<file path="src/hw/rtl/sst_pkg.sv">
`default_nettype none
package sst_pkg;

	localparam int SeqW = 64;

	// request codes
	localparam logic [1:0] REQ_BEGIN    = 2'd0;
	localparam logic [1:0] REQ_SNAPSHOT = 2'd1;
	localparam logic [1:0] REQ_EVENT    = 2'd2;
	localparam logic [1:0] REQ_COMPLETE = 2'd3;

	localparam logic [SeqW-1:0] SEQ_MAX = {SeqW{1'b1}};

	typedef struct packed {
		logic [1:0]      req_type;
		logic [SeqW-1:0] seq_value;
	} cmd_t;

	typedef struct packed {
		logic            accepted;
		logic            can_send;
		logic            resync_required;
		logic [SeqW-1:0] committed_seq;
	} res_t;

endpackage
`default_nettype wire

</file>
<file path="src/hw/rtl/sst_core.sv">
`default_nettype none
module sst_core (
	input  wire             clk,
	input  wire             arst_n,
	input  wire             fire,
	input  sst_pkg::cmd_t   cmd,
	output sst_pkg::res_t   res
);

	logic [sst_pkg::SeqW-1:0] comm_q, pend_q;
	logic                     comm_vld_q, pend_vld_q, sync_q, resync_q;

	logic [sst_pkg::SeqW-1:0] comm_d, pend_d, cur;
	logic                     comm_vld_d, pend_vld_d, sync_d, resync_d, ok;
	logic                     cur_ok, snap_bad, evt_bad;

	// value that an event must follow
	assign cur    = sync_q ? pend_q : comm_q;
	assign cur_ok = sync_q ? pend_vld_q : comm_vld_q;

	assign snap_bad = (cmd.seq_value == '0) || pend_vld_q ||
		(comm_vld_q && (cmd.seq_value < comm_q));
	assign evt_bad  = !cur_ok || resync_q || (cur == sst_pkg::SEQ_MAX) ||
		(cmd.seq_value != cur + sst_pkg::SeqW'(1));

	// next state for the request in hand
	always_comb begin
		comm_d     = comm_q;
		pend_d     = pend_q;
		comm_vld_d = comm_vld_q;
		pend_vld_d = pend_vld_q;
		sync_d     = sync_q;
		resync_d   = resync_q;
		ok         = 1'b0;
		unique case (cmd.req_type)
			sst_pkg::REQ_BEGIN: begin
				sync_d     = 1'b1;
				pend_d     = '0;
				pend_vld_d = 1'b0;
				resync_d   = 1'b0;
				ok         = 1'b1;
			end
			sst_pkg::REQ_SNAPSHOT: begin
				if (sync_q) begin
					if (snap_bad) begin
						resync_d = 1'b1;
					end else begin
						pend_d     = cmd.seq_value;
						pend_vld_d = 1'b1;
						ok         = 1'b1;
					end
				end
			end
			sst_pkg::REQ_EVENT: begin
				if (evt_bad) begin
					resync_d = 1'b1;
				end else begin
					ok = 1'b1;
					if (sync_q) begin
						pend_d = cmd.seq_value;
					end else begin
						comm_d = cmd.seq_value;
					end
				end
			end
			sst_pkg::REQ_COMPLETE: begin
				if (sync_q && pend_vld_q && !resync_q) begin
					comm_d     = pend_q;
					comm_vld_d = 1'b1;
					pend_d     = '0;
					pend_vld_d = 1'b0;
					sync_d     = 1'b0;
					ok         = 1'b1;
				end
			end
			default: ;
		endcase
	end

	// result reflects state after this request
	assign res.accepted        = ok;
	assign res.can_send        = !sync_d && !resync_d;
	assign res.resync_required = resync_d;
	assign res.committed_seq   = comm_vld_d ? comm_d : '0;

	always_ff @(posedge clk or negedge arst_n) begin
		if (!arst_n) begin
			comm_q     <= '0;
			pend_q     <= '0;
			comm_vld_q <= 1'b0;
			pend_vld_q <= 1'b0;
			sync_q     <= 1'b1;
			resync_q   <= 1'b0;
		end else if (fire) begin
			comm_q     <= comm_d;
			pend_q     <= pend_d;
			comm_vld_q <= comm_vld_d;
			pend_vld_q <= pend_vld_d;
			sync_q     <= sync_d;
			resync_q   <= resync_d;
		end
	end

endmodule
`default_nettype wire

</file>
<file path="src/hw/rtl/sequence_sync_tracker.sv">
`default_nettype none
// Sequence sync tracker: follows a snapshot plus incremental-event sequence stream.
// Command channel (cmd, cmd_valid, cmd_stall) carries one request per accepted
// beat: begin sync, apply snapshot, apply event or complete sync.
// Result channel (res, res_valid, res_stall) returns exactly one result per
// request, in order: accepted, can_send, resync_required, committed_seq.
// A request passes through the input register and then the result register.
// Throughput: one request per cycle while res_stall is low; the tracker state
// (committed/pending sequence, valid bits, sync mode, resync flag) is read and
// updated between the input register and the result register.
// When the receiver stalls, the result register holds its payload; an empty input
// register still takes one more request, after which cmd_stall is raised
// until the result is taken.
// Reset (arst_n low) empties both registers, enters sync mode and clears the
// committed and pending values and the resync flag.
module sequence_sync_tracker (
	input  wire           clk,
	input  wire           arst_n,
	input  wire           cmd_valid,
	output logic          cmd_stall,
	input  sst_pkg::cmd_t cmd,
	output logic          res_valid,
	input  wire           res_stall,
	output sst_pkg::res_t res
);

	logic          vld_s1;
	sst_pkg::cmd_t cmd_s1;
	sst_pkg::res_t core_res;
	logic          adv;

	// pipeline moves when the result register is free or being emptied
	assign adv       = !(res_valid && res_stall);
	assign cmd_stall = vld_s1 && !adv;

	// input register
	always_ff @(posedge clk or negedge arst_n) begin
		if (!arst_n) begin
			vld_s1 <= 1'b0;
		end else if (!cmd_stall) begin
			vld_s1 <= cmd_valid;
		end
	end

	always_ff @(posedge clk) begin
		if (!cmd_stall && cmd_valid) begin
			cmd_s1 <= cmd;
		end
	end

	sst_core u_core (
		.clk    (clk),
		.arst_n (arst_n),
		.fire   (vld_s1 && adv),
		.cmd    (cmd_s1),
		.res    (core_res)
	);

	// result register
	always_ff @(posedge clk or negedge arst_n) begin
		if (!arst_n) begin
			res_valid <= 1'b0;
		end else if (adv) begin
			res_valid <= vld_s1;
		end
	end

	always_ff @(posedge clk) begin
		if (adv && vld_s1) begin
			res <= core_res;
		end
	end

endmodule
`default_nettype wire

</file>
<file path="config.mk">
export PLATFORM = sky130hd
export DESIGN_NAME = sequence_sync_tracker
export DESIGN_NICKNAME = d
export VERILOG_FILES = /design/src/hw/rtl/sst_pkg.sv /design/src/hw/rtl/sst_core.sv /design/src/hw/rtl/sequence_sync_tracker.sv
export SDC_FILE = /design/constraint.sdc
export NUM_CORES = 1
export LEC_CHECK = 0
export BUFFER_PORTS_ARGS = -buffer_cell sky130_fd_sc_hd__buf_2
export CAP_MARGIN = 10
export CELL_PAD_IN_SITES_DETAIL_PLACEMENT = 0
export CELL_PAD_IN_SITES_GLOBAL_PLACEMENT = 1
export CORE_MARGIN = 1
export CORE_UTILIZATION = 53
export CTS_BUF_LIST = sky130_fd_sc_hd__clkbuf_16
export DETAILED_ROUTE_END_ITERATION = 8
export GPL_TIMING_DRIVEN = 0
export PLACE_DENSITY_LB_ADDON = 0.1
export RECOVER_POWER = 100
export SKIP_LAST_GASP = 1
export SYNTH_ARGS = -nofsm -noshare
export SYNTH_HDL_FRONTEND = slang
export SYNTH_SLANG_ARGS = --single-unit
</file>
<file path="constraint.sdc">
create_clock -name clk -period 14.3 [get_ports clk]
set_clock_uncertainty 0.05 [all_clocks]
set_input_delay 1.43 -clock clk [delete_from_list [all_inputs] [get_ports clk]]
set_output_delay 1.43 -clock clk [all_outputs]
set_load 0.005 [all_outputs]
</file>
Yosys cells after proc, flatten, opt, wreduce, memory -nomap -nowiden
Index checks and enable logic that the tools add are counted.
W data, S select, Z words.
{ "totals": {"ff_bits": 267, "inputBits": 70, "out_inout_bits": 69, "elab_cells": 79} }
{ "op_classes": {"addsub": 1, "magnitude_cmp": 1, "eq_ne": 10, "n_mux": 29, "n_reduce_logical": 24} }
{ "op_table": {"columns": ["op", "count"], "rows": [
  ["$mux W64", 9],
  ["$pmux W64 S4", 1],
  ["$pmux W64 S2", 1],
  ["$add A64 B1 Y64 const B", 1],
  ["$eq A64 B64 Y1 const B", 1],
  ["$logic_not A64 Y1", 1],
  ["$lt A64 B64 Y1", 1],
  ["$ne A64 B64 Y1", 1],
  ["$mux W1", 14],
  ["$logic_and A1 B1 Y1", 8],
  ["$logic_not A1 Y1", 6],
  ["$ne A2 B1 Y1 const B", 3],
  ["$pmux W1 S3", 2],
  ["$reduce_and A6 Y1", 1],
  ["$logic_or A1 B1 Y1", 5],
  ["$reduce_and A5 Y1", 1],
  ["$eq A2 B2 Y1 const B", 2],
  ["$ne A2 B2 Y1 const B", 2],
  ["$pmux W1 S4", 1],
  ["$reduce_bool A3 Y1", 1],
  ["$eq A2 B1 Y1 const B", 1],
  ["$logic_not A2 Y1", 1],
  ["$pmux W1 S2", 1]
]} }

Depth between registers and ports, before layout
{ "depth": {"ltp_word": 9, "ltp_mapped": 25, "depth_no_buf": 14} }

Hierarchy
From an unflattened synthesis, not the netlist that was laid out.
{ "hier_totals": {"hier_cells": 1788, "hier_area_um2": 17682.0} }
{ "modules_own_cells": {"columns": ["mod", "n_inst", "cells_per_inst", "area_each_um2", "seq_area_each_um2"], "rows": [
  ["sst_core", 1, 1647, 13595.5, 3304.4],
  ["sequence_sync_tracker", 1, 141, 4086.4, 4043.9]
]} }

Worst setup path after synthesis
No wires, ideal clock.
{ "synth_path": {"kind": "reg2reg", "from": "register u_core.sync_q", "to": "register res[10] in the netlist's numbering, data pin", "setup_time_ps": 254, "t_arrival_ps": 5473, "required_ps": 13996, "setup_slack_ps": 8524, "path_stages_with_launch": 26, "n_path_buf": 11, "period_less_slack_ps": 5776, "path_cell_list": "dfstp_2 -> buf_6 -> buf_6 -> buf_6 -> buf_2 -> buf_4 -> buf_2 -> buf_2 -> buf_2 -> buf_4 -> nand2_1 -> o21ai_0 -> ha_1 -> inv_1 -> a211oi_2 -> nand4b_1 -> nor3_4 -> nor3b_1 -> o21ai_0 -> a2111o_1 -> or4_1 -> buf_2 -> o41ai_1 -> a211oi_1 -> clkbuf_1 -> a21o_1"} }
{ "synth_via": {"elab_chain_len": 7, "word_cells_on_any_way": 17, "cone_classes": "1 x add/sub; 2 x eq/ne; 8 x mux; 6 x reduce/logical"} }
{ "synth_lines": {"columns": ["element", "line", "text"], "rows": [
  ["start, declared", "sst_core.sv:11", "logic comm_vld_q, pend_vld_q, sync_q, resync_q;"],
  ["start signal, assigned", "sst_core.sv:99", "sync_q <= sync_d;"],
  ["parallel branches: the longest is 7 deep, another holds $add A64 B1 Y64", null, null],
  ["end signal, assigned", "sequence_sync_tracker.sv:70", "res <= core_res;"],
  ["end, declared", "sequence_sync_tracker.sv:24", "output sst_pkg::res_t res"]
]} }
Parallel ways; which one is timed is not known.
A chain may end at the register's enable or synchronous reset.

Final worst setup path
{ "layout_path": {"from": "register u_core.sync_q", "to": "register res[21] in the netlist's numbering, data pin"} }
Same word-level chain as after synthesis.

==> impl_metrics.tcl <==
set metrics [dict create \
    peakVddDrop_mv 0.1045 \
    overflow 0 \
    synth_top_area_cell "edfxtp_1" \
    dp_slack_ns 5.600 \
    die_x_um 179.7 \
    firstDrtPassIters 9 \
    cts_sinks 267 \
    syn_inst 1483 \
    coreArea_mm2 0.03083 \
    p_sw_uw 885.2 \
    min_period_over_period_pct 80.41 \
    worst-setup-path-type "flip-flop to flip-flop" \
    slowest_stage "clkbuf_1" \
    dieArea_mm2 0.03230 \
    switching_share_pct 35.30 \
    final_common_cell "a21o_1" \
    final_max_slew_viol_count 277 \
    power_frac_comb_pct 25.6 \
    yosys_warnings 0 \
    vias 13620 \
    violations "DRC, capacitance limit, slew limit" \
    min_path_type "flip-flop to flip-flop" \
    pin_count 139 \
    drt_iter0_markers 1088 \
    slew_headroom_pct -147.6 \
    cts-htree-levels 1 \
    status "complete, but fails checks" \
    cts_resized 0 \
    synth_top_area_share_pct 23.86 \
    syn_avg_cell_area_um2 11.29 \
    final_cell_mix "a21o_1, a22o_1, edfxtp_1, dfrtp_1, buf_2" \
    instances_no_fill 2078 \
    avgRoutedWirePerCell_um 25.74 \
    p_clk_share_pct 29.8 \
    syn_to_final_growth_pct 12.92 \
    fp-row-count 64 \
    critPathArrivalTime_ns 11.87 \
    ys_ff_latch 267 \
    diodes 0 \
    crit_top_cell "clkbuf_1" \
    post_cts_buffers 0 \
    clk_latency_ns 0.58 \
    synth_area_leaders "edfxtp_1, dfrtp_1, a22o_1" \
    min_period_ns 11.50 \
    grt_max_degree 69 \
    final.setup.tns_ns 0 \
    worstMarginPinSlew_ns 3.714 \
    synth_top_flop_cell "edfxtp_1" \
    cts_hold_buf 0 \
    cts-buffers-inserted 29 \
    final-setup-viol-count 0 \
    rsz0062_at_grt "no" \
    die_h_um 179.7 \
    start_util_pct 54.29 \
    path_buf_inv 13 \
    synth.distinct_cells 75 \
    grt_pass1_vias 13190 \
    crit_path_start_kind "flip-flop" \
    critPathCaptureType "flip-flop" \
    slowest_delay_ns 0.88 \
    io_buffers 138 \
    vias_per_cell 6.552 \
    clk_pin_slew_ns 0.07 \
    worst_slack_ns 2.801 \
    leakage_nw 8.549 \
    finalNetCount 1797 \
    cp_max_fo 10 \
    grt_util_all_layers_pct 32.81 \
    clk_path_buf_depth 3 \
    seq_area_frac_synth_pct 43.90 \
    drc 2 \
    syn_area_mm2 0.01674 \
    syn-num-nets 1621 \
    crit_family "buffers and inverters" \
    crit_required_ns 14.67 \
    gp_congestion 0.9945 \
    cts_root_buf "clkbuf_16" \
    antenna_found_initial 0 \
    p_per_area_mw_per_mm2 132.7 \
    seq_power_share_pct 44.7 \
    ys_async_sr_fraction_pct 50.19 \
    place_area_mm2 0.01807 \
    dp_hpwl_um 40140 \
    hold_violations 0 \
    grt_pass1_wl_um 81160 \
    fin_util_pct 61.31 \
    max_clock_freq_mhz 86.97 \
    p_int_mw 1.622 \
    wl_um 53490 \
    maxCapViolations 6 \
    final_cell_area_mm2 0.01890 \
    synth_edf_count 133 \
    place_inst 2024 \
    ant_nets 0 \
    final_layout_size_suffix_gt1_share_pct 15.76 \
    cts_tree "yes" \
]
==> stage by stage <==
step                hold WS, ns  total power [mW]
floorplan                0.4074             1.487
global placement         0.4152             1.743
detailed placement       0.4450             1.761
CTS                      0.4572             2.512
global route             0.4931             2.604
finish                   0.4512             2.508
==> power groups by stage <==
stage,combinational [mW],sequential [mW],clock [mW]
floorplan,0.428,1.06,0
global placement,0.618,1.12,0
detailed placement,0.637,1.12,0
CTS,0.640,1.11,0.761
global route,0.687,1.13,0.783
finish,0.641,1.12,0.746
==> synth_stat cells, types with 27 or more instances <==
| cell | n |
|---|---|
| a21o_1 | 135 |
| a22o_1 | 133 |
| dfrtp_1 | 133 |
| edfxtp_1 | 133 |
| inv_1 | 78 |
| ha_1 | 68 |
| mux2i_1 | 63 |
| xnor2_1 | 61 |
| a22o_4 | 60 |
| nand2_1 | 56 |
| nand3_1 | 56 |
| clkbuf_1 | 50 |
| nand4_1 | 39 |
| xor2_1 | 39 |
| a21oi_1 | 34 |
| nor4_1 | 33 |
| nor2_1 | 27 |
==> per-layer routing <==
metal	share of wire [%]	wire length, um	GRT usage (%)
met1	42	22640	43.81
met2	47	25220	54.18
met3	6.4	3448	4.903
met4	4.1	2176	12.03
met5	0	0	0
==> layout make-up <==
class | count | area [um^2]
multi-input combinational | 1055 | 8680
clock buffer | 32 | 800.8
fill | 2596 | 11930
tap | 396 | 495.5
sequential | 267 | 7348
timing repair buffer | 145 | 715.7
inverter | 79 | 297.8
buffer | 82 | 402.9
clock inverter | 22 | 161.4
==> logic make-up (layout without fill, tap and decap cells) <==
kind of cell	count (synthesis)	count (layout)	synth area share, %
AO/OA/AOI/OAI	484	484	25.71
AND/OR/NAND/NOR	335	335	11.71
flip-flops	267	267	43.90
buffers and inverters	161	360	4.261
XOR/XNOR	100	100	5.232
adder cells (fa/ha/maj)	68	68	5.083
multiplexers	68	68	4.104
==> registers in the layout, summed over array words and instances, names as in the netlist <==
signal / count
res: 67
u_core.sync_q: 1
u_core.pend_vld_q: 1
u_core.comm_q: 64
u_core.pend_q: 64
u_core.comm_vld_q: 1
vld_s1: 1
cmd_s1: 66
res_valid: 1
u_core.resync_q: 1
==> final timing paths <==
kind | startpoint | to | slack, ns | cells past startpoint
setup / recovery | u_core.sync_q$_DFFE_PN1P_ | res[21]$_SDFFCE_PN0P_ | 2.80 | 26
max in group asynchronous | arst_n | u_core.comm_q[51]$_DFFE_PN0P_ | 7.23 | 2
setup reg to reg | u_core.sync_q$_DFFE_PN1P_ | res[21]$_SDFFCE_PN0P_ | 2.80 | 26
hold reg to reg | vld_s1$_DFFE_PN0N_ | res_valid$_DFFE_PN0N_ | 0.45 | 1
min in group asynchronous | arst_n | u_core.comm_q[20]$_DFFE_PN0P_ | 2.08 | 1
hold / removal | vld_s1$_DFFE_PN0N_ | res_valid$_DFFE_PN0N_ | 0.45 | 1
No activity file was read; power rests on OpenSTA's default activity.
